==> config.mk <==
export PLATFORM = sky130hd
export DESIGN_NAME = priority_job_queue_top
export DESIGN_NICKNAME = d
export VERILOG_FILES = /design/src/design/pjq_pkg.sv /design/src/design/priority_job_queue_top.sv /design/src/design/pjq_store.sv /design/src/design/pjq_ctrl.sv
export VERILOG_INCLUDE_DIRS = /design/src /design/src/design
export SDC_FILE = /design/constraint.sdc
export NUM_CORES = 1
export LEC_CHECK = 0
export BUFFER_PORTS_ARGS = -buffer_cell sky130_fd_sc_hd__buf_2
export CAP_MARGIN = 20
export CORE_MARGIN = 2
export CORE_UTILIZATION = 40
export DETAILED_ROUTE_END_ITERATION = 10
export PLACE_DENSITY = 0.52
export SYNTH_ARGS = -nofsm -noshare
export SYNTH_HDL_FRONTEND = slang
export SYNTH_SLANG_ARGS = --single-unit
==> constraint.sdc <==
create_clock -name clk_i -period 16.3 [get_ports clk_i]
set_clock_uncertainty 0.2 [all_clocks]
set_input_delay 0 -clock clk_i [delete_from_list [all_inputs] [get_ports clk_i]]
set_output_delay 0 -clock clk_i [all_outputs]
set_load 0.01 [all_outputs]
==> src/design/priority_job_queue_top_defines.svh <==
// Assertion macros for the priority job queue
`ifndef PRIORITY_JOB_QUEUE_TOP_DEFINES_SVH
`define PRIORITY_JOB_QUEUE_TOP_DEFINES_SVH

// check cons in the same cycle as ante
`define PJQ_ASSERT_SAME(lbl, ante, cons, msg) \
  lbl: assert property (@(posedge clk_i) disable iff (!rst_ni) (ante) |-> (cons)) \
    else $error(msg);

// check cons in the cycle after ante
`define PJQ_ASSERT_NEXT(lbl, ante, cons, msg) \
  lbl: assert property (@(posedge clk_i) disable iff (!rst_ni) (ante) |=> (cons)) \
    else $error(msg);

`endif

==> src/design/pjq_pkg.sv <==
// Shared types and codes for the priority job queue
`timescale 1ns / 1ps

package pjq_pkg;

  localparam logic CMD_INSERT = 1'b0;
  localparam logic CMD_REMOVE = 1'b1;

  typedef enum logic [1:0] {
    STATUS_OK        = 2'd0,
    STATUS_OVERFLOW  = 2'd1,
    STATUS_UNDERFLOW = 2'd2
  } status_e;

  typedef enum logic [1:0] {
    ST_IDLE,
    ST_SCAN,
    ST_SHIFT,
    ST_FINISH
  } state_e;

  typedef struct packed {
    logic [15:0] id;
    logic [7:0]  prio;
    logic [15:0] burst;
  } job_t;

  typedef struct packed {
    status_e     status;
    job_t        job;
    logic [3:0]  occupancy;
  } result_t;

endpackage

==> src/design/priority_job_queue_top.sv <==
// Top level of the priority job queue
//
//   channel | direction | handshake                  | payload
//   --------+-----------+----------------------------+---------------------------------------
//   in      | input     | in_valid_i / in_stall_o    | command, job_id, job_priority, job_burst
//   out     | output    | out_valid_o / out_stall_i  | status, out_id, out_priority,
//           |           |                            | out_burst, occupancy
//
// Insert and failed commands: result registered and offered in ST_FINISH, next accept back in ST_IDLE.
// Remove: ST_SCAN, then ST_SHIFT, then ST_FINISH before the next accept in ST_IDLE;
// one memory read per cycle for the scan, then one read and one write per cycle for the gap.
// Reset clears the job count and the control state; slot contents are not cleared.
// A stalled result holds in the output register; the next transaction is accepted
// meanwhile and waits at its end until that register frees up.
`timescale 1ns / 1ps
`include "priority_job_queue_top_defines.svh"

module priority_job_queue_top #(
  parameter int unsigned DEPTH = 8
) (
  input  logic        clk_i,
  input  logic        rst_ni,
  input  logic        in_valid_i,
  output logic        in_stall_o,
  input  logic        command_i,
  input  logic [15:0] job_id_i,
  input  logic [7:0]  job_priority_i,
  input  logic [15:0] job_burst_i,
  output logic        out_valid_o,
  input  logic        out_stall_i,
  output logic [1:0]  status_o,
  output logic [15:0] out_id_o,
  output logic [7:0]  out_priority_o,
  output logic [15:0] out_burst_o,
  output logic [3:0]  occupancy_o
);

  localparam int unsigned AW = $clog2(DEPTH);

  pjq_pkg::job_t    in_job;
  pjq_pkg::result_t res;
  pjq_pkg::result_t out_res_q;
  logic             res_valid;
  logic             res_ready;
  logic             out_valid_q;

  logic             mem_we;
  logic [AW-1:0]    mem_waddr;
  pjq_pkg::job_t    mem_wdata;
  logic             mem_re;
  logic [AW-1:0]    mem_raddr;
  pjq_pkg::job_t    mem_rdata;

  assign in_job.id    = job_id_i;
  assign in_job.prio  = job_priority_i;
  assign in_job.burst = job_burst_i;

  pjq_ctrl #(
    .DEPTH(DEPTH)
  ) u_ctrl (
    .clk_i       (clk_i),
    .rst_ni      (rst_ni),
    .in_valid_i  (in_valid_i),
    .in_stall_o  (in_stall_o),
    .in_cmd_i    (command_i),
    .in_job_i    (in_job),
    .res_valid_o (res_valid),
    .res_ready_i (res_ready),
    .res_o       (res),
    .mem_we_o    (mem_we),
    .mem_waddr_o (mem_waddr),
    .mem_wdata_o (mem_wdata),
    .mem_re_o    (mem_re),
    .mem_raddr_o (mem_raddr),
    .mem_rdata_i (mem_rdata)
  );

  pjq_store #(
    .DEPTH(DEPTH)
  ) u_store (
    .clk_i   (clk_i),
    .we_i    (mem_we),
    .waddr_i (mem_waddr),
    .wdata_i (mem_wdata),
    .re_i    (mem_re),
    .raddr_i (mem_raddr),
    .rdata_o (mem_rdata)
  );

  assign res_ready = !out_valid_q || !out_stall_i;

  always_ff @(posedge clk_i or negedge rst_ni) begin
    if (!rst_ni) begin
      out_valid_q <= 1'b0;
    end else if (res_valid && res_ready) begin
      out_valid_q <= 1'b1;
    end else if (!out_stall_i) begin
      out_valid_q <= 1'b0;
    end
  end

  always_ff @(posedge clk_i) begin
    if (res_valid && res_ready) begin
      out_res_q <= res;
    end
  end

  assign out_valid_o    = out_valid_q;
  assign status_o       = out_res_q.status;
  assign out_id_o       = out_res_q.job.id;
  assign out_priority_o = out_res_q.job.prio;
  assign out_burst_o    = out_res_q.job.burst;
  assign occupancy_o    = out_res_q.occupancy;

  `PJQ_ASSERT_NEXT(a_busy_after_accept, in_valid_i && !in_stall_o, in_stall_o,
                   "accepted while busy")
  `PJQ_ASSERT_SAME(a_overflow_full,
                   out_valid_o && (status_o == pjq_pkg::STATUS_OVERFLOW),
                   occupancy_o == 4'(DEPTH), "overflow below full")
  `PJQ_ASSERT_SAME(a_underflow_empty,
                   out_valid_o && (status_o == pjq_pkg::STATUS_UNDERFLOW),
                   (occupancy_o == 4'd0) && (out_id_o == 16'd0) && (out_burst_o == 16'd0),
                   "underflow result not empty")

endmodule

==> src/design/pjq_store.sv <==
// Job slot memory with one write port and one registered read port
`timescale 1ns / 1ps

module pjq_store #(
  parameter int unsigned DEPTH = 8,
  localparam int unsigned AW = $clog2(DEPTH)
) (
  input  logic            clk_i,
  input  logic            we_i,
  input  logic [AW-1:0]   waddr_i,
  input  pjq_pkg::job_t   wdata_i,
  input  logic            re_i,
  input  logic [AW-1:0]   raddr_i,
  output pjq_pkg::job_t   rdata_o
);

  pjq_pkg::job_t mem [DEPTH];
  pjq_pkg::job_t rdata_q;

  always_ff @(posedge clk_i) begin
    if (we_i) begin
      mem[waddr_i] <= wdata_i;
    end
  end

  always_ff @(posedge clk_i) begin
    if (re_i) begin
      rdata_q <= mem[raddr_i];
    end
  end

  assign rdata_o = rdata_q;

endmodule

==> src/design/pjq_ctrl.sv <==
// Sequencer for insert and remove, with the priority compare used by the remove scan
`timescale 1ns / 1ps

module pjq_ctrl #(
  parameter int unsigned DEPTH = 8,
  localparam int unsigned AW = $clog2(DEPTH),
  localparam int unsigned CW = $clog2(DEPTH + 1)
) (
  input  logic              clk_i,
  input  logic              rst_ni,
  input  logic              in_valid_i,
  output logic              in_stall_o,
  input  logic              in_cmd_i,
  input  pjq_pkg::job_t     in_job_i,
  output logic              res_valid_o,
  input  logic              res_ready_i,
  output pjq_pkg::result_t  res_o,
  output logic              mem_we_o,
  output logic [AW-1:0]     mem_waddr_o,
  output pjq_pkg::job_t     mem_wdata_o,
  output logic              mem_re_o,
  output logic [AW-1:0]     mem_raddr_o,
  input  pjq_pkg::job_t     mem_rdata_i
);

  pjq_pkg::state_e  state_q, state_d;
  logic [CW-1:0]    fill_q, fill_d;
  logic [AW-1:0]    cmp_idx_q, cmp_idx_d;
  logic [AW-1:0]    shift_idx_q, shift_idx_d;
  logic [AW-1:0]    best_idx_q, best_idx_d;
  pjq_pkg::job_t    best_job_q, best_job_d;
  pjq_pkg::status_e status_q, status_d;

  logic             take;
  logic [AW-1:0]    best_idx_n;
  logic [CW-1:0]    cmp_nxt;
  logic [CW-1:0]    best_nxt;
  logic [CW-1:0]    shift_nxt;

  always_ff @(posedge clk_i or negedge rst_ni) begin
    if (!rst_ni) begin
      state_q <= pjq_pkg::ST_IDLE;
      fill_q  <= '0;
    end else begin
      state_q <= state_d;
      fill_q  <= fill_d;
    end
  end

  always_ff @(posedge clk_i) begin
    cmp_idx_q   <= cmp_idx_d;
    shift_idx_q <= shift_idx_d;
    best_idx_q  <= best_idx_d;
    best_job_q  <= best_job_d;
    status_q    <= status_d;
  end

  assign take       = (cmp_idx_q == '0) || (mem_rdata_i.prio > best_job_q.prio);
  assign best_idx_n = take ? cmp_idx_q : best_idx_q;
  assign cmp_nxt    = CW'(cmp_idx_q) + CW'(1);
  assign best_nxt   = CW'(best_idx_n) + CW'(1);
  assign shift_nxt  = CW'(shift_idx_q) + CW'(1);

  always_comb begin
    state_d     = state_q;
    fill_d      = fill_q;
    cmp_idx_d   = cmp_idx_q;
    shift_idx_d = shift_idx_q;
    best_idx_d  = best_idx_q;
    best_job_d  = best_job_q;
    status_d    = status_q;
    in_stall_o  = 1'b1;
    res_valid_o = 1'b0;
    mem_we_o    = 1'b0;
    mem_waddr_o = fill_q[AW-1:0];
    mem_wdata_o = in_job_i;
    mem_re_o    = 1'b0;
    mem_raddr_o = '0;

    case (state_q)
      pjq_pkg::ST_IDLE: begin
        in_stall_o = 1'b0;
        if (in_valid_i) begin
          if (in_cmd_i == pjq_pkg::CMD_INSERT) begin
            best_job_d = '0;
            state_d    = pjq_pkg::ST_FINISH;
            if (fill_q == CW'(DEPTH)) begin
              status_d = pjq_pkg::STATUS_OVERFLOW;
            end else begin
              status_d = pjq_pkg::STATUS_OK;
              mem_we_o = 1'b1;
              fill_d   = fill_q + CW'(1);
            end
          end else if (fill_q == '0) begin
            status_d   = pjq_pkg::STATUS_UNDERFLOW;
            best_job_d = '0;
            state_d    = pjq_pkg::ST_FINISH;
          end else begin
            status_d    = pjq_pkg::STATUS_OK;
            mem_re_o    = 1'b1;
            mem_raddr_o = '0;
            cmp_idx_d   = '0;
            state_d     = pjq_pkg::ST_SCAN;
          end
        end
      end
      pjq_pkg::ST_SCAN: begin
        best_idx_d = best_idx_n;
        best_job_d = take ? mem_rdata_i : best_job_q;
        if (cmp_nxt < fill_q) begin
          mem_re_o    = 1'b1;
          mem_raddr_o = cmp_nxt[AW-1:0];
          cmp_idx_d   = cmp_nxt[AW-1:0];
        end else begin
          shift_idx_d = best_idx_n;
          state_d     = pjq_pkg::ST_SHIFT;
          if (best_nxt < fill_q) begin
            mem_re_o    = 1'b1;
            mem_raddr_o = best_nxt[AW-1:0];
          end
        end
      end
      pjq_pkg::ST_SHIFT: begin
        if (shift_nxt < fill_q) begin
          mem_we_o    = 1'b1;
          mem_waddr_o = shift_idx_q;
          mem_wdata_o = mem_rdata_i;
          shift_idx_d = shift_nxt[AW-1:0];
          if ((shift_nxt + CW'(1)) < fill_q) begin
            mem_re_o    = 1'b1;
            mem_raddr_o = AW'(shift_nxt + CW'(1));
          end
        end else begin
          fill_d  = fill_q - CW'(1);
          state_d = pjq_pkg::ST_FINISH;
        end
      end
      pjq_pkg::ST_FINISH: begin
        res_valid_o = 1'b1;
        if (res_ready_i) begin
          state_d = pjq_pkg::ST_IDLE;
        end
      end
      default: begin
        state_d = pjq_pkg::ST_IDLE;
      end
    endcase
  end

  assign res_o.status    = status_q;
  assign res_o.job       = best_job_q;
  assign res_o.occupancy = 4'(fill_q);

endmodule

[Word-level counts from Yosys, hierarchy flattened]
Memory sizes are Yosys's and may differ from the RTL's. A register that Yosys moved wholly into a read port is not among the register bits.
Cells that the tools add are included.
Storage, ports and cells
  register bits after elaboration: 104
  bits in latches: 0
  memory bits (writable): 320
  memory bits (read-only): 0
  output and inout bits: 48
  logic and storage cells: 118
  memories kept: 1
Operators by class
  $add $sub $neg: 6
  $mul: 0
  divide/modulo/power cells: 0
  order comparisons: 5
  equal/unequal tests: 17
  shift-type cells: 0
  multiplexer cells: 57
  bitwise logic cells: 0
  reductions and logical operators: 17
Memories
  u_store.mem: depth 8, bits a word 40, read ports 1, clocked after Yosys merged registers in 1, wr ports 1, line pjq_store.sv:17  | pjq_pkg::job_t mem [DEPTH];
Operators by type and width (count)
  $mux 40: 6
  $pmux 40 s2: 1
  $mux 3: 13
  $mux 1: 18
  $pmux 3 s2: 3
  $lt 4x4->1: 4
  $mux 2: 8
  $mux 4: 4
  $ne 2x2->1 const B: 8
  $add 3x1->4 const B: 3
  $reduce_and 5->1: 2
  $add 4x1->4 const B: 2
  $gt 8x8->1: 1
  $ne 2x1->1 const B: 4
  $pmux 2 s4: 1
  $pmux 4 s2: 1
  $reduce_and 4->1: 2
  $reduce_bool 2->1: 3
  $eq 2x2->1 const B: 2
  $eq 4x4->1 const B: 1
  $logic_not 4->1: 1
  $sub 4x1->4 const B: 1
  $logic_not 3->1: 1
  $ne 3x2->1 const B: 1
  9 further kinds: 11

[Depth between registers and ports, before layout]
  depth after elaboration: 8
  depth in mapped cells: 24
  gate-level depth less buffers: 21

[Modules after synthesis]
From an unflattened synthesis, not the netlist that was laid out.
Unflattened totals
  cell total of the unflattened synthesis: 877
  area total of the unflattened synthesis: 18659.1 um2
By module, submodules not included
  pjq_store: instances 1, cells each 515, area an instance 13571.8 um2, seq. area each 10810.4 um2
  pjq_ctrl: instances 1, cells each 312, area an instance 3658.5 um2, seq. area each 1681.6 um2
  priority_job_queue_top: instances 1, cells each 50, area an instance 1428.9 um2, seq. area each 1406.3 um2

[Least setup slack after synthesis]
OpenSTA, ideal clock, no wires.
  path type: reg2reg
  from: register u_store.rdata_o[21] (netlist name)
  to: register u_store.rdata_o[0] (netlist name)
  setup time: 0.451 ns
  arrival time: 4.845 ns
  slack: 10.804 ns
  stages on the path, launching flop included: 15
  buffers on the path: 0
  period minus slack after synthesis: 5.496 ns
  cells stage by stage: edfxtp_1 > ha_1 > a211o_1 > o211ai_2 > a32oi_1 > nand2_1 > nor2_1 > a21oi_1 > inv_1 > ha_1 > ha_1 > or4b_1 > a221oi_2 > nor2_1 > a21oi_1
On the way
  word-level cells in the longest chain between the ends: 8
  elaborated cells between the ends (all ways): 11
RTL lines
  $gt 8x8->1: line pjq_ctrl.sv:58  | assign take = (cmp_idx_q == '0) || (mem_rdata_i.prio > best_job_q.prio);
  $logic_or 1x1->1: line pjq_ctrl.sv:58
  $mux 3: line pjq_ctrl.sv:59  | assign best_idx_n = take ? cmp_idx_q : best_idx_q;
  via u_ctrl.best_idx_n[1]: line pjq_ctrl.sv:35  | logic [AW-1:0] best_idx_n;
  $add 3x1->4: line pjq_ctrl.sv:61  | assign best_nxt = CW'(best_idx_n) + CW'(1);
  $lt 4x4->1: line pjq_ctrl.sv:117  | if (best_nxt < fill_q) begin
  $mux 1: line pjq_ctrl.sv:117
  $mux 1: line pjq_ctrl.sv:110  | if (cmp_nxt < fill_q) begin
  $pmux 1 s3: line pjq_ctrl.sv:80  | case (state_q)
  via mem_re: line priority_job_queue_top.sv:50  | logic mem_re;
The timed path passes the listed nets, and every way through them passes these cells.
A chain may end at the register's enable or synchronous reset.

[Worst setup path in the final report]
  from: register u_store.rdata_o[19] (netlist name)
  to: register u_store.rdata_o[29] (netlist name)
On the way
  word-level cells in the longest chain between the ends: 8
  elaborated cells between the ends (all ways): 11
RTL lines (line)
  $gt 8x8->1 (*): pjq_ctrl.sv:58
  $logic_or 1x1->1 (*): pjq_ctrl.sv:58
  $mux 3 (*): pjq_ctrl.sv:59
  via u_ctrl.best_idx_n[1]: pjq_ctrl.sv:35
  $add 3x1->4 (*): pjq_ctrl.sv:61
  $lt 4x4->1: pjq_ctrl.sv:117
  $mux 1 / $mux 3 (equally long branches): pjq_ctrl.sv:117
  $mux 1 / $mux 3 (equally long branches): pjq_ctrl.sv:110
  $pmux 1 s3 / $pmux 3 s2 (equally long branches): pjq_ctrl.sv:80
Mark *: on every way through the listed nets, which the timed path passes. The rest lies on a longest branch.

==> insert_results.sql <==
INSERT INTO impl_metrics (metric_group, metric, value, unit) VALUES
('detailed_routing', 'wire_per_inst', '22.0', 'um'),
('synth', 'synthMuxAreaShare', '17.7', '%'),
('final_layout', 'layout.cells.most_common_list', 'sky130_fd_sc_hd__edfxtp_1, sky130_fd_sc_hd__mux2i_1, sky130_fd_sc_hd__buf_2, sky130_fd_sc_hd__mux2_2, sky130_fd_sc_hd__clkbuf_16', ''),
('floorplan', 'number_of_placement_rows', '80', ''),
('setup_path', 'timing.critical_path.fanout_max', '42', ''),
('clocking', 'tritoncts_num_sinks', '464', ''),
('grt', 'grt_pass1_vias', '9729', ''),
('detailed_routing', 'viasPerCell', '5.06', ''),
('detailed_routing', 'met3_length', '1.23', 'mm'),
('final_layout', 'drive_gt1_share', '22.8', '%'),
('grt', 'global_route.overflow_total', '0', ''),
('setup_path', 'critical_path.startpoint_type', 'flop', ''),
('final_layout', 'antenna-diode-count', '0', ''),
('grt', 'grt_total_usage', '16.9', '%'),
('final_layout', 'nets', '1317', ''),
('detailed_routing', 'vias', '9590', ''),
('detailed_routing', 'routed-wl-met2', '20.2', 'mm'),
('sta', 'setup_repair_after_global_routing_missed_its_margin', 'no', ''),
('synth', 'dominantRegCellSynth', 'sky130_fd_sc_hd__edfxtp_1', ''),
('synth', 'postSynthNetCount', '1153', ''),
('placement', 'routabilityCongestion', '0.752', ''),
('setup_path', 'worst-setup-path-type', 'reg -> reg', ''),
('sta', 'timing.final.setup_violations', '0', ''),
('floorplan', 'floorplan.die_area', '49900', 'sq um'),
('synth', 'post_synth_edffs', '457', ''),
('sta', 'finalMaxSlewViolations', '0', ''),
('sta', 'slew-limit-headroom', '32.0', '%'),
('clocking', 'post_cts_resize_count', '0', ''),
('synth', 'synth.cell_area', '19200', 'sq um'),
('sta', 'post-route-min-period', '6.54', 'ns'),
('clocking', 'post_cts.repair.setup_buffers', '0', ''),
('floorplan', 'core_area', '47600', 'sq um'),
('synth', 'yosys.area_share.xor_xnor', '0.410', '%'),
('detailed_routing', 'topRoutingLayerUsed', 'met4', ''),
('synth', 'syn-mean-instance-area', '17.9', 'sq um'),
('clocking', 'worst_skew_pair.late_latency', '0.58', 'ns'),
('floorplan', 'die_height', '223', 'um'),
('floorplan', 'die_w', '223', 'um'),
('sta', 'finalSetupTns', '0', 'ns'),
('sta', 'fin_ws', '9.76', 'ns'),
('setup_path', 'path_cells', 'ha_1, a21oi_1, nand4_1, nand2_1, nor2_1, a21oi_1, inv_1, ha_1, xnor2_1, inv_1, ha_1, o21ai_0, a21oi_1, nor3_1, o21ai_1, and3_4, buf_4, buf_16, buf_4, mux2i_1, mux2i_1, mux2_2', ''),
('detailed_routing', 'routed_wl', '41.7', 'mm'),
('clocking', 'path_clk_slew', '0.06', 'ns'),
('clocking', 'tritoncts_buffer_count', '50', ''),
('synth', 'synth-simple-area-share', '3.25', '%'),
('job', 'cap_violations', '0', ''),
('setup_path', 'end_kind', 'flop', ''),
('floorplan', 'pin_count', '93', ''),
('detailed_routing', 'wl_met1', '19.5', 'mm'),
('synth', 'synth-warning-count', '0', ''),
('outcome', 'status', 'finished, final reports clean', ''),
('setup_path', 'worst-endpoint-arrival', '6.67', 'ns'),
('synth', 'synth_top_family_by_area', 'multiplexers', ''),
('sta', 'hold_violations', '0', ''),
('placement', 'dpl_worst_slack', '9.47', 'ns'),
('grt', 'grt_start_max_net_pins', '63', ''),
('synth', 'synth-compound-area-share', '2.20', '%'),
('synth', 'ys_async_sr_fraction', '1.51', '%'),
('clocking', 'clock_path_buffers', '3', ''),
('clocking', 'cts-root-buf', 'sky130_fd_sc_hd__clkbuf_16', ''),
('floorplan', 'initial_utilization', '40.4', '%'),
('sta', 'timing.final.crit_share', '40.1', '%'),
('detailed_routing', 'drt_drc_violations_left', '0', ''),
('grt', 'antenna_violations_before_repair', '0', ''),
('detailed_routing', 'drt.antenna.violating_nets', '0', ''),
('detailed_routing', 'drt_iter0_drc', '527', ''),
('setup_path', 'slowest_delay', '0.61', 'ns'),
('setup_path', 'required', '16.42', 'ns'),
('grt', 'grt_pass1_wl', '62.0', 'mm'),
('synth', 'yosysSeqAreaShare', '72.2', '%'),
('synth', 'synth_seq_cells', '464', '');
==> routing by layer <==
| layer | GRT usage (%) | up-vias |
|---|---|---|
| li1 | - | 4500 |
| met1 | 23.0 | 4894 |
| met2 | 28.5 | 140 |
| met3 | 2.40 | 56 |
| met4 | 4.69 | 0 |
| met5 | 0 | - |
==> worst paths after layout <==
| kind | from | cells past startpoint | endpoint | slack (ns) |
|---|---|---|---|---|
| setup / recovery | u_store.rdata_o[19]$_DFFE_PP_ | 22 | u_store.rdata_o[29]$_DFFE_PP_ | 9.76 |
| hold / removal | command_i | 3 | u_ctrl.status_q[0]$_SDFFCE_PP0P_ | 0.09 |
| setup reg to reg | u_store.rdata_o[19]$_DFFE_PP_ | 22 | u_store.rdata_o[29]$_DFFE_PP_ | 9.76 |
| hold reg to reg | u_ctrl.status_q[1]$_SDFFCE_PN0P_ | 0 | status_o[1]$_DFFE_PP_ | 0.22 |
| max in group asynchronous | rst_ni | 3 | u_ctrl.fill_q[1]$_DFFE_PN0P_ | 15.38 |
| min in group asynchronous | rst_ni | 3 | u_ctrl.state_q[0]$_DFFE_PN0P_ | 0.24 |
==> synth_stat cells, types with 2 or more instances <==
library cell               count  area, sq um
sky130_fd_sc_hd__a21boi_0      3         22.5
sky130_fd_sc_hd__a21o_1        3         22.5
sky130_fd_sc_hd__a21oi_1      14         70.1
sky130_fd_sc_hd__a31oi_1       6         37.5
sky130_fd_sc_hd__a32o_1        2         20.0
sky130_fd_sc_hd__a32oi_1       2         17.5
sky130_fd_sc_hd__and2_1       43          269
sky130_fd_sc_hd__and3_1        3         18.8
sky130_fd_sc_hd__buf_2        15         75.1
sky130_fd_sc_hd__buf_6        15          169
sky130_fd_sc_hd__clkbuf_1     14         52.6
sky130_fd_sc_hd__dfrtp_1       7          175
sky130_fd_sc_hd__edfxtp_1    457        13700
sky130_fd_sc_hd__ha_1         31          388
sky130_fd_sc_hd__inv_1        29          109
sky130_fd_sc_hd__mux2_2       59          664
sky130_fd_sc_hd__mux2_4       20          300
sky130_fd_sc_hd__mux2i_1     243         2430
sky130_fd_sc_hd__nand2_1      19         71.3
sky130_fd_sc_hd__nand3_1       4         20.0
sky130_fd_sc_hd__nand4_1       4         25.0
sky130_fd_sc_hd__nor2_1       23         86.3
sky130_fd_sc_hd__nor2b_1       3         18.8
sky130_fd_sc_hd__nor3_1        4         20.0
sky130_fd_sc_hd__nor3b_1       4         30.0
sky130_fd_sc_hd__o211ai_1      2         15.0
sky130_fd_sc_hd__o21a_1        2         15.0
sky130_fd_sc_hd__o21ai_0      10         50.1
sky130_fd_sc_hd__o21ai_1       3         15.0
sky130_fd_sc_hd__o22ai_1       2         12.5
sky130_fd_sc_hd__or3_1         2         12.5
sky130_fd_sc_hd__xnor2_1       6         52.6
sky130_fd_sc_hd__xor2_1        3         26.3
==> worst max-delay path: cells and delay by family, from the launching register on <==
family	cells	cell delay [ns]
xor+xnor	1	0.29
fa+ha+maj	3	0.82
simple gates	5	1.11
compound gates	5	1.15
buf+inv	5	1.57
mux	3	0.68
flops	1	0.41
==> cell type report <==
| cell class | count | area (sq um) | area share [%] |
|---|---|---|---|
| Sequential cell | 464 | 13900 | 61.2 |
| Inverter | 29 | 109 | 0.480 |
| Tap cell | 615 | 769 | 3.39 |
| Multi-Input combinational cell | 538 | 5070 | 22.3 |
| Clock inverter | 33 | 424 | 1.87 |
| Clock buffer | 58 | 1350 | 5.93 |
| Timing Repair Buffer | 157 | 1080 | 4.76 |
==> logic make-up (layout without fill, tap and decap cells) <==
kind of cell             after synthesis  in the layout
AO/OA/AOI/OAI                         60             60
XOR/XNOR                               9              9
adder cells (fa/ha/maj)               32             32
buffers and inverters                 74            277
flip-flops                           464            464
multiplexers                         322            322
AND/OR/NAND/NOR                      115            115
==> registers in the layout, indices dropped and copies added (netlist names), 3 cells and up <==
name,flops
occupancy_o,4
out_burst_o,16
u_ctrl.shift_idx_q,3
out_priority_o,8
u_ctrl.cmp_idx_q,3
u_ctrl.fill_q,4
u_ctrl.best_idx_q,3
u_ctrl.res_o,40
u_store.mem,320
u_store.rdata_o,40
out_id_o,16
==> repair_timing <==
item / in CTS / in global routing
setup endpoints to repair: 0 / 0
hold buffers: 45 / 0
endpoints found under the hold margin: 360 / 0
==> per-stage QoR <==
stage                     std cells  hold WS [ns]
after global placement         1757        -0.348
after global routing           1894        0.0998
after CTS                      1893        0.0561
after floorplan                1076        -0.496
final                          1894        0.0883
after detailed placement       1757        -0.351
Power is left out: the tool's default activity adds up to more than one toggle a clock period on the data nets, which glitch-free logic cannot reach.
